<file path="config.mk">
export PLATFORM = sky130hd
export DESIGN_NAME = lsdrs_front
export DESIGN_NICKNAME = d
export VERILOG_FILES = /design/src/rtl/lsdrs_pkg.sv /design/src/rtl/lsdrs_front.sv
export SDC_FILE = /design/constraint.sdc
export NUM_CORES = 1
export LEC_CHECK = 0
export BUFFER_PORTS_ARGS = -buffer_cell sky130_fd_sc_hd__buf_2
export CAP_MARGIN = 25
export CORE_MARGIN = 5
export CORE_UTILIZATION = 54
export CTS_CLUSTER_SIZE = 10
export DETAILED_ROUTE_END_ITERATION = 10
export PLACE_DENSITY = 0.9
export RECOVER_POWER = 50
export SLEW_MARGIN = 10
export SYNTH_ARGS = -nofsm -noshare
export SYNTH_HDL_FRONTEND = slang
export SYNTH_SLANG_ARGS = --single-unit
</file>
<file path="constraint.sdc">
create_clock -name clk -period 4.2 [get_ports clk]
set_input_delay 1.05 -clock clk [delete_from_list [all_inputs] [get_ports clk]]
set_output_delay 1.05 -clock clk [all_outputs]
set_load 0.05 [all_outputs]
</file>
<file path="src/rtl/lsdrs_pkg.sv">
// shared types, constants and helpers for the decimal lsd radix sorter
// no dependencies
package lsdrs_pkg;

  localparam int MAX_ITEMS_DEF = 64;
  localparam int RADIX         = 10;
  localparam int CNT_W         = 7;
  localparam int PASS_W        = 4;
  localparam int MAX_PASSES    = 10;
  localparam logic [31:0] RECIP10 = 32'hCCCC_CCCD;

  typedef struct packed {
    logic [31:0] value;
    logic        last_in;
  } in_t;

  typedef struct packed {
    logic [31:0] sorted_value;
    logic        last_out;
    logic        overflow;
  } out_t;

  typedef struct packed {
    logic [31:0] value;
    logic [31:0] quot;
  } entry_t;

  typedef struct packed {
    logic             we;
    logic [CNT_W-1:0] addr;
    entry_t           data;
  } load_wr_t;

  typedef struct packed {
    logic [CNT_W-1:0]  n;
    logic [PASS_W-1:0] passes;
    logic              ovf;
  } job_t;

  typedef enum logic {
    FS_LOAD,
    FS_CLASSIFY
  } front_state_t;

  typedef enum logic [2:0] {
    BS_IDLE,
    BS_COUNT,
    BS_PREFIX,
    BS_DIST,
    BS_EMIT
  } back_state_t;

  function automatic logic [31:0] pow10(input logic [PASS_W-1:0] k);
    logic [31:0] r;
    unique case (k)
      4'd0:    r = 32'd1;
      4'd1:    r = 32'd10;
      4'd2:    r = 32'd100;
      4'd3:    r = 32'd1000;
      4'd4:    r = 32'd10000;
      4'd5:    r = 32'd100000;
      4'd6:    r = 32'd1000000;
      4'd7:    r = 32'd10000000;
      4'd8:    r = 32'd100000000;
      4'd9:    r = 32'd1000000000;
      default: r = 32'hFFFF_FFFF;
    endcase
    return r;
  endfunction

endpackage

</file>
<file path="src/rtl/lsdrs_front.sv">
// load front end: stores incoming values, tracks max and overflow,
// then works out the decimal pass count. depends on lsdrs_pkg
module lsdrs_front #(
  parameter int MAX_ITEMS = lsdrs_pkg::MAX_ITEMS_DEF
) (
  input  logic                clk,
  input  logic                rst_n,
  input  logic                accept,
  input  lsdrs_pkg::in_t      in_data,
  input  logic                job_full,
  output logic                front_busy,
  output logic                job_push,
  output lsdrs_pkg::job_t     job,
  output lsdrs_pkg::load_wr_t load_wr
);
  import lsdrs_pkg::*;

  front_state_t      state_r, state_nxt;
  logic [CNT_W-1:0]  cnt_r, cnt_nxt;
  logic [31:0]       max_r, max_nxt;
  logic              ovf_r, ovf_nxt;
  logic [PASS_W-1:0] k_r, k_nxt;
  logic              room;
  logic              done;

  always_ff @(posedge clk) begin
    if (!rst_n) begin
      state_r <= FS_LOAD;
      cnt_r   <= '0;
      max_r   <= '0;
      ovf_r   <= 1'b0;
      k_r     <= '0;
    end else begin
      state_r <= state_nxt;
      cnt_r   <= cnt_nxt;
      max_r   <= max_nxt;
      ovf_r   <= ovf_nxt;
      k_r     <= k_nxt;
    end
  end

  assign room = cnt_r < CNT_W'(MAX_ITEMS);
  assign done = (k_r == PASS_W'(MAX_PASSES)) || (max_r < pow10(k_r));

  always_comb begin
    state_nxt       = state_r;
    cnt_nxt         = cnt_r;
    max_nxt         = max_r;
    ovf_nxt         = ovf_r;
    k_nxt           = k_r;
    job_push        = 1'b0;
    job.n           = cnt_r;
    job.passes      = k_r;
    job.ovf         = ovf_r;
    load_wr.we      = accept && room;
    load_wr.addr    = cnt_r;
    load_wr.data    = '{value: in_data.value, quot: in_data.value};
    front_busy      = (state_r == FS_CLASSIFY);
    unique case (state_r)
      FS_LOAD: begin
        if (accept) begin
          if (room) begin
            cnt_nxt = cnt_r + 1'b1;
            if (in_data.value > max_r) max_nxt = in_data.value;
          end else begin
            ovf_nxt = 1'b1;
          end
          if (in_data.last_in) begin
            state_nxt = FS_CLASSIFY;
            k_nxt     = PASS_W'(1);
          end
        end
      end
      FS_CLASSIFY: begin
        if (done) begin
          if (!job_full) begin
            job_push  = 1'b1;
            cnt_nxt   = '0;
            max_nxt   = '0;
            ovf_nxt   = 1'b0;
            state_nxt = FS_LOAD;
          end
        end else begin
          k_nxt = k_r + 1'b1;
        end
      end
      default: state_nxt = FS_LOAD;
    endcase
  end

endmodule

</file>
After elaboration in Yosys (flattened, before gate mapping):

Memories as Yosys holds them, arrays and structs flattened. A register that Yosys moved wholly into a read port is not among the register bits.
Cells that the tools add are included.

* word-level logic and storage cells: 57
* ROM bits: 512
* memories kept: 1
* register bits: 45
* input bits: 37
* output and inout port bits: 86

* bitwise operators: 1
* equal/unequal tests: 9
* magnitude comparators: 3
* multiplexer cells: 30
* reductions and logical operators: 6
* add/subtract/negate cells: 2

Memories
* (name not given): depth 16, width 32, rd ports 1, clocked after Yosys merged registers in 1, wr ports 0, RTL line lsdrs_pkg.sv:55 `unique case (k)`

Operator list (number)
* two-way mux 32 bit: 5
* one-hot mux 32 bit (2 select lines): 1
* > comparator 32 bit: 1
* less-than comparator 32 bit: 1
* two-way mux 7 bit: 4
* two-way mux 4 bit: 5
* != test 2 bit, second input constant: 7
* one-hot mux 7 bit (2 select lines): 1
* two-way mux 1 bit: 11
* one-hot mux 4 bit (2 select lines): 1
* AND reduction 4 bit: 2
* adder 7 x 1 -> 7 bit, second input constant: 1
* less-than comparator 7 bit, second input constant: 1
* AND reduction 5 bit: 1
* adder 4 x 1 -> 4 bit, second input constant: 1
* == test 4 bit, second input constant: 1
* one-hot mux 1 bit (2 select lines): 2
* AND reduction 3 bit: 1
* != test 2 x 1 -> 1 bit, second input constant: 1
* logical AND 1 bit: 1
* logical OR 1 bit: 1
* NOT 1 bit: 1

Longest topological paths before layout:

* depth in word-level cells: 6
* depth in mapped cells: 13
* gate-level depth less buffers: 13

Worst setup path before layout:

OpenSTA, ideal clock, no wires.

* kind: reg-to-output
* start: register with a tool-made name
* end: output port job_push
* arrival: 2430 ps
* required time: 3150 ps
* path slack: 720 ps
* path buffers: 1
* stages on the path, launching flop included: 9
* cell sequence: dfxtp_1 > inv_1 > ha_1 > a21o_1 > a221oi_1 > o21ai_1 > a311o_1 > a2111oi_4 > buf_2

RTL lines
* to (decl): RTL line lsdrs_front.sv:12 `output logic job_push,`

==> key figures <==
Worst setup path
  • Crit path largest cell delay: 0.57 ns
  • Crit Path Category: flop to output pin
  • Critical Path Sink Type: output pin
  • Buffers plus inverters on the worst setup path: 2
  • Worst path cell trace: inv_1 -> ha_1 -> nand4_1 -> nor2_1 -> a221oi_1 -> a21boi_0 -> a2111oi_4 -> buf_2
  • Largest delay share family, worst path: compound AO/OA/AOI/OAI gates
  • CP Depth: 8
  • Worst-path fanout max: 5
  • CP max-delay cell: a221oi_1
  • Arr. time, crit path: 3.00 ns
  • Worst R2R Path Depth: 11
  • Crit path required time: 3.15 ns
  • CP Launch Type: flop

Synthesis
  • Sequential fraction of the synthesis area: 27.96%
  • Top post-synthesis cells by area: dfxtp_1 28%, ha_1 18%, buf_4 11%, mux2i_1 7.7%, nor2_1 6.5%
  • Syn_nets: 692
  • FFs w/ async S/R, synth: 0%
  • Post-synthesis cell count: 582
  • Share of the synthesized area in the top cell type: 27.96%
  • Number of synthesized flops with an enable pin: 0
  • Syn. warnings: 0
  • Flops & latches, synth: 69
  • Most used DFF post-synth: dfxtp_1
  • Avg Inst Size Synth: 8.490 um^2
  • Post-synth cell types: 55
  • Dominant cell type by area after synthesis: dfxtp_1
  • Mapped Area: 0.004941 mm^2

Clock network
  • Clock Tree Buf Depth: 2
  • Cts hold-fix bufs: 0
  • Post-CTS sizing: 0
  • Clock Root Buffer: clkbuf_8
  • Later-pin clock latency in the skew report: 0.35 ns
  • CTS H-Tree Depth: 3
  • Clock sinks: 69
  • Worst-path clk slew: 0.08 ns
  • TritonCTS clock tree: built
  • CTS Buf Count: 9
  • Post-CTS Setup Bufs: 0

Floorplanning
  • Die Span Y: 105.7 um
  • # IOs: 123
  • Initial core utilization: 54.51%
  • Core area: 0.009065 mm^2
  • # rows: 35
  • Die area: 0.01116 mm^2
  • Die Width: 105.7 um

STA
  • Final Slew Violations: 0
  • Final Hold Viols: 0
  • Rel. slew slack: 41.76%
  • Final setup vio count: 0
  • Worst-Margin Slew: 0.8719 ns
  • Fmax achieved: 247.0 MHz
  • TNS Setup: 0 ns
  • Worst-case clock skew: 0.01453 ns
  • Final period utilization: 96.39%
  • Fin crit period: 4.048 ns
  • Unrepaired setup endpoints after global routing: false

Cells and area
  • Post-Layout Inst Area: 0.005216 mm^2
  • Nets: 739
  • Fin cells: 745
  • Post-layout util: 57.54%
  • Filler cell count: 777
  • Area occupied by multi-input gates: 0.002664 mm^2
  • Layout cell share with drive strength beyond 1: 11.83%
  • Synthesis-to-finish area growth: 5.571%
  • Number of diodes: 0
  • Sequential Area: 0.001381 mm^2

Route
  • Iteration-0 DRC count of the detailed router: 176
  • Final wirelength: 11.49 mm
  • Pre-antenna DRT Iters: 5
  • Routed vias/inst: 5.443
  • Mean routed wirelength per cell: 15.42 um
  • Routed vias: 4055
  • DRC errors left: 0
  • Post-route ant nets: 0

Global routing
  • Tot GR Track Use: 20.32%
  • Largest net degree at the start of global routing: 36
  • Global-route wire length before repair: 18.62 mm
  • Initial antenna violation count: 0
  • Vias in the first global route: 4082
  • Total gr overflow: 0

Placed design
  • Hpwl dp: 8.768 mm
  • Port buffer count: 122
  • Cell Count Post-Placement: 729
  • Post-DP Area: 0.005089 mm^2
  • GPL Wtd Cong: 0.8568

Hold path
  • Worst min path class: flop to flop
  • Hold Path Depth: 2

Power
  • Total Power: 1.943 mW
  • Power density cells: 372.4 mW/mm^2
  • LEAKAGE: 2.486 nW
  • Worst VDD drop: 0.2364 mV

Run status
  • Status: complete, no violations

Job
  • Max-Cap Viols: 0
synth_stat cells, types with 3 or more instances:
cell type and n:
nor2_1 86, clkbuf_1 5, dfxtp_1 69, mux2i_1 38, buf_4 75, inv_1 67, nand2b_1 3, nand3_1 8
a211oi_1 4, and3_1 7, a21oi_1 20, ha_1 73, xor2_1 3, buf_6 3, buf_2 6, o21a_1 4
o21ai_1 6, o22ai_1 5, nand2_1 25, a21o_1 8, o21ai_0 11, o211ai_1 3, nand4_1 10, nor2b_1 5
power breakdown:
group / total [mW] / leakage (nW) / internal, mW / switching [mW]
sequential: 0.721 / 0.561 / 0.690 / 0.0304
clock: 0.612 / 0.112 / 0.349 / 0.262
combinational: 0.610 / 1.81 / 0.197 / 0.414
total: 1.94 / 2.49 / 1.24 / 0.706
through the flow:
| step | setup WS (ns) | hold WS (ns) |
|---|---|---|
| after floorplan | 0.7199 | 0.4380 |
| after global placement | 0.6082 | 0.4540 |
| after detailed placement | 0.5360 | 0.4613 |
| after CTS | 0.1809 | 0.4873 |
| after global routing | 0.01733 | 0.5147 |
| final | 0.1517 | 0.4948 |
per-layer routing:
metal,track usage [%],routed length (um)
met5,0,0
met4,8.603,366
met3,5.818,808
met2,34.24,5420
met1,24.11,4890
cell usage in the layout (no fill, tap or decap), types with 11 or more instances in the layout:
cell	n
a21oi_1	20
buf_2	45
clkbuf_1	77
dfxtp_1	69
ha_1	73
inv_1	67
mux2i_1	38
nand2_1	25
nor2_1	86
o21ai_0	11
worst reg2reg max path, stage by stage (launching register included):
cell and delay [ns]:
dfxtp_1 0.32, inv_1 0.06, ha_1 0.30, and3_1 0.21, a221oi_1 0.23, o21ai_1 0.14, a311o_1 0.50, a41o_1 0.33
mux2i_4 0.28, inv_2 0.17, a21oi_1 0.65, o22ai_1 0.21
worst paths after layout:
check                     start            endpoint  slack [ns]
max                        flop            job_push        0.15
min          ovf_r$_SDFFE_PN0P_  ovf_r$_SDFFE_PN0P_        0.49
max reg2reg                flop                flop        0.62
min reg2reg  ovf_r$_SDFFE_PN0P_  ovf_r$_SDFFE_PN0P_        0.49
cell families (layout without fill, tap and decap cells):
kind of cell / Yosys count / after routing / synth area share, %
AO/OA/AOI/OAI: 83 / 83 / 11.90
XOR/XNOR: 4 / 4 / 0.7092
adder cells (fa/ha/maj): 73 / 73 / 18.49
buffers and inverters: 158 / 210 / 18.31
flip-flops: 69 / 69 / 27.96
multiplexers: 39 / 39 / 8.154
AND/OR/NAND/NOR: 156 / 156 / 14.48
cell type report:
class	instances	share of cell area, %
well taps	111	2.663
clock inverters	6	1.655
repair buffers	125	10.53
flip-flops and latches	69	26.48
inverters	69	4.965
clock buffers	10	2.639
multi-input cells	355	51.07
Note: power is estimated with default switching activity, not from simulation.
