### config.mk
export PLATFORM = sky130hd
export DESIGN_NAME = lsdrs_job_q
export DESIGN_NICKNAME = d
export VERILOG_FILES = /design/src/rtl/lsdrs_pkg.sv /design/src/rtl/lsdrs_job_q.sv
export SDC_FILE = /design/constraint.sdc
export NUM_CORES = 1
export LEC_CHECK = 0
export BUFFER_PORTS_ARGS = -buffer_cell sky130_fd_sc_hd__buf_2
export CORE_AREA = 2 2 52 54
export DETAILED_ROUTE_END_ITERATION = 8
export DIE_AREA = 0 0 54 56
export HOLD_SLACK_MARGIN = 0.15
export PLACE_DENSITY = 0.81
export RECOVER_POWER = 100
export SETUP_SLACK_MARGIN = 0.5
export SKIP_CTS_REPAIR_TIMING = 1
export SYNTH_ARGS = -nofsm -noshare
export SYNTH_HDL_FRONTEND = slang
export SYNTH_SLANG_ARGS = --single-unit
### constraint.sdc
create_clock -name clk -period 2 [get_ports clk]
set_input_delay 0.2 -clock clk [delete_from_list [all_inputs] [get_ports clk]]
set_output_delay 0.2 -clock clk [all_outputs]
set_load 0.01 [all_outputs]
### src/rtl/lsdrs_pkg.sv
// shared types, constants and helpers for the decimal lsd radix sorter
// no dependencies
package lsdrs_pkg;

  localparam int MAX_ITEMS_DEF = 64;
  localparam int RADIX         = 10;
  localparam int CNT_W         = 7;
  localparam int PASS_W        = 4;
  localparam int MAX_PASSES    = 10;
  localparam logic [31:0] RECIP10 = 32'hCCCC_CCCD;

  typedef struct packed {
    logic [31:0] value;
    logic        last_in;
  } in_t;

  typedef struct packed {
    logic [31:0] sorted_value;
    logic        last_out;
    logic        overflow;
  } out_t;

  typedef struct packed {
    logic [31:0] value;
    logic [31:0] quot;
  } entry_t;

  typedef struct packed {
    logic             we;
    logic [CNT_W-1:0] addr;
    entry_t           data;
  } load_wr_t;

  typedef struct packed {
    logic [CNT_W-1:0]  n;
    logic [PASS_W-1:0] passes;
    logic              ovf;
  } job_t;

  typedef enum logic {
    FS_LOAD,
    FS_CLASSIFY
  } front_state_t;

  typedef enum logic [2:0] {
    BS_IDLE,
    BS_COUNT,
    BS_PREFIX,
    BS_DIST,
    BS_EMIT
  } back_state_t;

  function automatic logic [31:0] pow10(input logic [PASS_W-1:0] k);
    logic [31:0] r;
    unique case (k)
      4'd0:    r = 32'd1;
      4'd1:    r = 32'd10;
      4'd2:    r = 32'd100;
      4'd3:    r = 32'd1000;
      4'd4:    r = 32'd10000;
      4'd5:    r = 32'd100000;
      4'd6:    r = 32'd1000000;
      4'd7:    r = 32'd10000000;
      4'd8:    r = 32'd100000000;
      4'd9:    r = 32'd1000000000;
      default: r = 32'hFFFF_FFFF;
    endcase
    return r;
  endfunction

endpackage

### src/rtl/lsdrs_job_q.sv
// two-entry job queue between front and back
// depends on lsdrs_pkg
module lsdrs_job_q (
  input  logic            clk,
  input  logic            rst_n,
  input  logic            push,
  input  lsdrs_pkg::job_t push_job,
  input  logic            pop,
  output logic            full,
  output logic            nonempty,
  output lsdrs_pkg::job_t head
);
  import lsdrs_pkg::*;

  job_t       slot_r [2];
  logic       wp_r, wp_nxt;
  logic       rp_r, rp_nxt;
  logic [1:0] fill_r, fill_nxt;

  always_ff @(posedge clk) begin
    if (!rst_n) begin
      wp_r   <= 1'b0;
      rp_r   <= 1'b0;
      fill_r <= '0;
    end else begin
      wp_r   <= wp_nxt;
      rp_r   <= rp_nxt;
      fill_r <= fill_nxt;
    end
  end

  always_ff @(posedge clk) begin
    if (push && !full) slot_r[wp_r] <= push_job;
  end

  always_comb begin
    full     = (fill_r == 2'd2);
    nonempty = (fill_r != 2'd0);
    head     = slot_r[rp_r];
    wp_nxt   = wp_r;
    rp_nxt   = rp_r;
    fill_nxt = fill_r;
    if (push && !full) begin
      wp_nxt   = ~wp_r;
      fill_nxt = fill_nxt + 1'b1;
    end
    if (pop && nonempty) begin
      rp_nxt   = ~rp_r;
      fill_nxt = fill_nxt - 1'b1;
    end
  end

endmodule

# Word level (Yosys, flattened, before mapping)

Memory sizes are Yosys's and may differ from the RTL's. A register that Yosys moved wholly into a read port is not among the register bits.
Index checks and enable logic that the tools add are counted.

Add/sub/neg operators: 2
Equality and inequality tests: 1
Multiplexer cells: 6
Bitwise gates (word level): 2
Reduce and logical (&&, ||, !) cells: 4

Operators by type and width:

| cell                                             | number |
|---|---|
| 2-to-1 mux 1 bit                                 | 4 |
| 2-to-1 mux 2 bit                                 | 2 |
| adder 2 x 1 -> 2 bit, second input constant      | 1 |
| == test 2 bit, second input constant             | 1 |
| logical AND 1 bit                                | 2 |
| NOT 1 bit                                        | 2 |
| nonzero test 2 bit                               | 1 |
| subtractor 2 x 1 -> 2 bit, second input constant | 1 |
| logical NOT 1 bit                                | 1 |

Register bits after elaboration: 4
Memory bits (writable): 24
Input port bits: 16
Output and inout bits: 14
Logic and storage cells: 19
Memories: 1

Memory list:

| memory | words | width | rd ports | clocked after memory_dff | write ports | line              | RTL |
|---|---|---|---|---|---|---|---|
| slot_r | 2     | 12    | 1        | 1                        | 1           | lsdrs_job_q.sv:15 | `job_t slot_r [2];` |

# Logic depth before layout (Yosys ltp)

Gate-level depths: netlist (run 1).

Word-level depth: 6
Gate-level depth with buffers: 5
Mapped depth without buffers: 5

# Worst setup path after synthesis (run 1)

OpenSTA, ideal clock, no wires.

Path type: register -> register
Start: register fill_r[0]
End: memory slot_r[0][0] (netlist bit), enable pin
Setup time: 0.382 ns
Data arrival time: 1.426 ns
Data required time: 1.618 ns
Setup slack: 0.192 ns
Stages on the path, launching flop included: 5
Buffers on the path: 0
Clock period less this slack: 1.808 ns
Path through: dfxtp_1 inv_1 ha_1 nand2b_4 nor2_1

Word-level cells in the longest chain between the ends: 5

RTL lines:

| element                                | line              | RTL |
|---|---|---|
| from (decl)                            | lsdrs_job_q.sv:18 | `logic [1:0] fill_r, fill_nxt;` |
| from (signal assigned)                 | lsdrs_job_q.sv:28 | `fill_r <= fill_nxt;` |
| == test 2 bit                          | lsdrs_job_q.sv:37 | `full = (fill_r == 2'd2);` |
| via full                               | lsdrs_job_q.sv:9  | `output logic full,` |
| logical NOT 1 bit                      | lsdrs_job_q.sv:33 | `if (push && !full) slot_r[wp_r] <= push_job;` |
| logical AND 1 bit                      | lsdrs_job_q.sv:33 |  |
| 2-to-1 mux 1 bit                       | lsdrs_job_q.sv:33 |  |
| 2-to-1 mux 1 bit (not written as such) | lsdrs_job_q.sv:33 |  |
| to (decl)                              | lsdrs_job_q.sv:15 |  |

The timed path passes the listed nets, and every way through them passes these cells.

# Final worst setup path (run 1)

Start: register fill_r[0]
End: memory slot_r[0][5] (netlist bit), enable pin

Word-level cells in the longest chain between the ends: 5

RTL lines:

| element                                | line |
|---|---|
| == test 2 bit                          | lsdrs_job_q.sv:37 |
| logical NOT 1 bit                      | lsdrs_job_q.sv:33 |
| logical AND 1 bit                      | lsdrs_job_q.sv:33 |
| 2-to-1 mux 1 bit                       | lsdrs_job_q.sv:33 |
| 2-to-1 mux 1 bit (not written as such) | lsdrs_job_q.sv:33 |

No other way between the ends.

==> results of run 1 <==
flip-flops by register name, summed over array words and instances (netlist names), named ones only:
register / count
slot_r: 24
wp_r: 1
fill_r: 2
rp_r: 1
cell usage after synthesis (all sizes together):
cell	instances	area, sq um
inv	4	15.0
edfxtp	24	721
nand3b	1	7.51
ha	2	25.0
o211ai	1	7.51
xor2	1	8.76
buf	2	12.5
and4b	1	10.0
nand4	1	6.26
nand2	2	7.51
and4bb	1	12.5
nand2b	1	13.8
nor3b	1	7.51
xnor2	1	8.76
mux2i	2	20.0
dfxtp	5	100
nor2b	2	20.0
mux2	12	135
nor2	3	11.3
o21a	1	7.51
and2	2	12.5
nand3	1	5.00
path summary, 6_finish.rpt:
path	from	end	slack, ns	cells after the start
max	fill_r[0]	slot_r[0][5]	0.36	5
max reg2reg	fill_r[0]	slot_r[0][5]	0.36	5
min reg2reg	fill_r[1]	fill_r[1]	0.52	2
min	rst_n	wp_r	0.20	2
logic make-up (layout without fill, tap and decap cells):
family | after synthesis | count (layout) | synth area share (%)
AOI/OAI and AO/OA | 2 | 2 | 1.28
xor gates and xnor gates | 2 | 2 | 1.49
adders and majority gates | 2 | 2 | 2.13
buffers and inverters | 6 | 55 | 2.34
DFF | 29 | 29 | 69.9
muxes | 14 | 14 | 13.2
and+or+nand+nor | 16 | 16 | 9.69
stage by stage:
step                hold slack [ns]  std cells
floorplan                     0.299         71
global placement              0.393        128
detailed placement            0.393        128
CTS                          0.0503        136
global route                  0.178        150
finish                        0.195        150
cell type report:
class | instances | area, sq um | area share (%)
inverter | 4 | 15.0 | 0.978
timing repair buffer | 43 | 280 | 18.3
clock inverter | 2 | 10.0 | 0.652
tap | 30 | 37.5 | 2.44
sequential | 29 | 825 | 53.7
clock buffer | 6 | 41.3 | 2.69
multi-input combinational | 36 | 327 | 21.3
power breakdown:
part	internal, mW	leakage (nW)	switching, mW
combinational	0.266	0.268	0.247
clock	0.133	0.0320	0.173
sequential	0.766	0.266	0.0686
total	1.17	0.566	0.489
layer usage:
layer  GRT usage, %  vias up  routed length, um
met5              0        -                  0
met4           7.50        0                 48
met3           7.80        5                138
met2           21.8       26                922
met1           12.1      321                701
li1               -      356                  -
worst max-delay path: cells and delay by family (launching register included):
| family | cells | cell delay [ns] |
|---|---|---|
| adders and majority gates | 1 | 0.24 |
| buffers and inverters | 2 | 0.24 |
| and+or+nand+nor | 2 | 0.48 |
| DFF | 1 | 0.39 |
==> impl_metrics.toml, run 1 <==
[global_routing]
grt-ovfl-total = 0
grt_max_degree = 14
grt_pass1_vias = 649
grt_pass1_wl_mm = 2.68
grt_usage_pct = 13.2
antenna_found_initial = 0

[run]
maxCapViolCount = 0

[synthesis]
synthesis.nets = 89
synth_area_sq_um = 1170
ys_warn_count = 0
synth_cell_type_count = 24
syn_inst = 71
synth-seq-cells = 29
yosysSeqAreaShare_pct = 69.9
postSynthAreaPerCell_sq_um = 16.5

[placed_design]
place_area_sq_um = 1360
post-place-ws_ns = 0.430
io_buffers = 29
place_hpwl_mm = 1.24
gp_congestion = 0.769

[clocking]
path_clk_slew_ns = 0.08
htree_num_levels = 2
cts_tree = "built"
clock-sinks = 29
cts_buffers = 5
clockBufferDepth = 2
cts-root-buf = "clkbuf_4"
clkLatencyLatePin_ns = 0.31

[sta]
layout_setup_ws_ns = 0.362
fin_crit_sh_pct = 81.9
finClkSkew_ns = 0.00897
rsz0062_at_grt = "yes"
worstMarginPinSlew_ns = 0.319
max_freq_ghz = 0.610
hold_viol = 0
period_needed_ns = 1.64
slew_headroom_pct = 78.7
setup_tns_ns = 0
setup_viol = 0
slew_violations = 0

[power_and_ir_drop]
power_leakage_nw = 0.566
power_mw = 1.65
pwr_density_cell_nw_per_um2 = 1080
peakVddDrop_mv = 0.629

[floorplanning]
initial_core_util_pct = 48.3
die_y_um = 56
die_x_um = 54
num_rows = 18
fp.dieArea_sq_um = 3020
ios = 30
coreArea_sq_um = 2430

[cells_and_area]
most-common-layout-cells = "edfxtp_1, clkbuf_1, mux2_2, dlygate4sd3_1, buf_2"
finalCoreUtilization_pct = 63.1
diodes = 0
final_area_sq_um = 1540
synthToLayoutAreaGrowth_pct = 30.7
drive_above_1_share_pct = 27.5
nFillCells = 205
nets = 137
final_common_cell = "edfxtp_1"

[drt]
postRouteWirelength_mm = 1.81
vias = 708
drc = 0
initialDrtViolationCount = 2
viasPerCell = 4.72
routedWlPerCell_um = 12.1
drt_pre_antenna_iters = 3
antenna_left = 0

[setup_path]
crit_path_start_kind = "flip-flop"
worstSetupPathType = "reg2reg"
required_ns = 2.03
crit_slowest_cell = "dfxtp_1"
critPathMaxStageDelay_ns = 0.39
crit_chain = "inv_1 > ha_1 > nand2b_1 > nor2_4 > buf_12"
worstSetupEndpointType = "flip-flop"
crit_fanout = 13
critPathArrivalTime_ns = 1.66

[worst_hold_path]
hold_class = "in2reg"

[status]
outcome = "completed"
No activity file was read; power rests on OpenSTA's default activity.
==> inputs of run 2 (changes only) <==
--- a/config.mk
+++ b/config.mk
@@ -6,11 +6,11 @@
 export NUM_CORES = 1
 export LEC_CHECK = 0
 export BUFFER_PORTS_ARGS = -buffer_cell sky130_fd_sc_hd__buf_2
-export CORE_AREA = 2 2 52 54
+export CORE_AREA = 2 2 54 56
 export DETAILED_ROUTE_END_ITERATION = 8
-export DIE_AREA = 0 0 54 56
+export DIE_AREA = 0 0 56 58
 export HOLD_SLACK_MARGIN = 0.15
-export PLACE_DENSITY = 0.81
+export PLACE_DENSITY = 0.79
 export RECOVER_POWER = 100
 export SETUP_SLACK_MARGIN = 0.5
 export SKIP_CTS_REPAIR_TIMING = 1
==> constraint.sdc (replaced) <==
create_clock -name clk -period 1.5 [get_ports clk]
set_input_delay 0.15 -clock clk [delete_from_list [all_inputs] [get_ports clk]]
set_output_delay 0.15 -clock clk [all_outputs]
set_load 0.01 [all_outputs]
==> run 2 against run 1 <==
  * Utilization rose by 2.6 points
  * Register-to-register slack got worse by 0.26 ns
  * Clock skew decreased by 0.0051 ns
  * Via count increased by 5.6%
  * Wire length rose by 15%
  * Critical path depth is 2 lower
  * Hold slack lost 0.042 ns
  * Non-clock buffer count up 5
  * Die area grew 7.4%
  * Critical endpoint is now head[8]
  * Largest cell class unchanged
  * Largest power group is now combinational cells
  * Highest routed layer unchanged
==> impl_metrics.toml, run 2 (synthesis gave the netlist of run 1 again) <==
[sta]
hold_viol = 0
fin_crit_sh_pct = 94.9
finClkSkew_ns = 0.00386
worstMarginPinSlew_ns = 0.320
slew_violations = 0
rsz0062_at_grt = "yes"
max_freq_ghz = 0.703
layout_setup_ws_ns = 0.0770
period_needed_ns = 1.42
slew_headroom_pct = 78.7
setup_viol = 0

[floorplanning]
initial_core_util_pct = 44.1
die_x_um = 56
ios = 30
coreArea_sq_um = 2660
num_rows = 19
fp.dieArea_sq_um = 3250
die_y_um = 58

[clocking]
clkLatencyLatePin_ns = 0.31
clockBufferDepth = 2
cts-root-buf = "clkbuf_4"
clock-sinks = 29
cts_buffers = 5
htree_num_levels = 2
cts_tree = "built"
path_clk_slew_ns = 0.08

[global_routing]
antenna_found_initial = 0
grt_pass1_wl_mm = 2.78
grt_usage_pct = 11.6
grt_max_degree = 14
grt_pass1_vias = 659
grt-ovfl-total = 0

[power_and_ir_drop]
power.share.clock_pct = 15.8
power_leakage_nw = 0.680
p_int_mw = 1.89
power_mw = 2.67
peakVddDrop_mv = 1.32
seqPwrFrac_pct = 41.5
p_comb_share_pct = 42.7
power_switching_mw = 0.778
pwr_density_cell_nw_per_um2 = 1520
switching_share_pct = 29.2

[worst_hold_path]
hp-start = "rst_n"
hold_class = "in2reg"

[drt]
initialDrtViolationCount = 26
drc = 0
antenna_left = 0
vias = 748
postRouteWirelength_mm = 2.08
routedWlPerCell_um = 13.3
viasPerCell = 4.79
drt_pre_antenna_iters = 4

[placed_design]
gp_congestion = 0.676
place_hpwl_mm = 1.28
io_buffers = 29
post-place-ws_ns = 0.0707

[cells_and_area]
nFillCells = 201
nets = 142
most-common-layout-cells = "edfxtp_1, clkbuf_1, dlygate4sd3_1, mux2_4, buf_6"
final_common_cell = "edfxtp_1"
largest_reg_flops = 24
synthToLayoutAreaGrowth_pct = 48.9
top_regs = "slot_r (24), fill_r (2)"
finalCoreUtilization_pct = 65.7
drive_above_1_share_pct = 40.8
regMostFlops = "slot_r"
diodes = 0

[setup_path]
crit_family = "flip-flops"
critPathMaxStageDelay_ns = 0.38
worstSetupPathType = "reg2out"
r2r-start = "fill_r[0]"
crit_chain = "clkbuf_16 > mux2_4 > clkbuf_1"
crit_path_start_kind = "flip-flop"
critPathArrivalTime_ns = 1.27
crit_fanout = 6
cp_num_buf_inv = 2
required_ns = 1.35
crit_slowest_cell = "dfxtp_4"
worstSetupEndpointType = "primary output"

[status]
outcome = "completed"

[run]
maxCapViolCount = 0
run 2: cell types whose count changed in the layout (fill, tap and decap cells not counted), moves of 4 or more:
cell	change
buf_2	-5
buf_6	+7
clkbuf_1	-6
clkbuf_2	+4
mux2_2	-12
mux2_4	+12
run 2: worst register-to-register path, stage by stage, from the launching register on:
cell and delay [ns]:
dfxtp_1 0.43, inv_4 0.07, ha_4 0.18, nand2b_4 0.17
nor2_4 0.13, buf_12 0.14
run 2: path summary, 6_finish.rpt:
path	endpoint	slack (ns)	depth (start not counted)
worst min-delay path	flip-flop	0.15	2
worst max-delay path	head[8]	0.08	3
worst max register to register	slot_r[1][10]	0.10	5
worst min register to register	fill_r[1]	0.55	2
run 2: power by group through the flow:
stage	Combinational, mW	Sequential [mW]	Clock [mW]
floorplan	0.615	1.09	0
CTS	0.821	1.08	0.432
detailed placement	0.820	1.09	0
global route	1.23	1.12	0.466
global placement	0.799	1.09	0
finish	1.14	1.11	0.422
run 2: area by class of cell:
type	instances	area [sq um]	share of cell area (%)
clock buffer	6	41.3	2.36
clock inverter	2	10.0	0.572
inverter	4	17.5	1.00
multi-input combinational	36	412	23.5
sequential	29	828	47.4
tap	31	38.8	2.22
timing repair buffer	48	402	23.0
run 2: per-stage QoR:
stage | setup TNS, ns | cells | area, sq um | hold slack [ns]
finish | 0 | 156 | 1750 | 0.153
floorplan | 0 | 71 | 1240 | 0.249
detailed placement | 0 | 130 | 1420 | 0.343
CTS | -0.0422 | 138 | 1470 | 0.0110
global placement | 0 | 130 | 1420 | 0.339
global route | 0 | 156 | 1750 | 0.166
run 2: per-layer routing:
metal,share of wire (%),global-route usage (%),up-vias
met1,39,12.3,351
met4,1.5,6.12,0
li1,-,-,367
met2,53,20.0,25
met3,6.2,4.69,5
met5,0,0,-
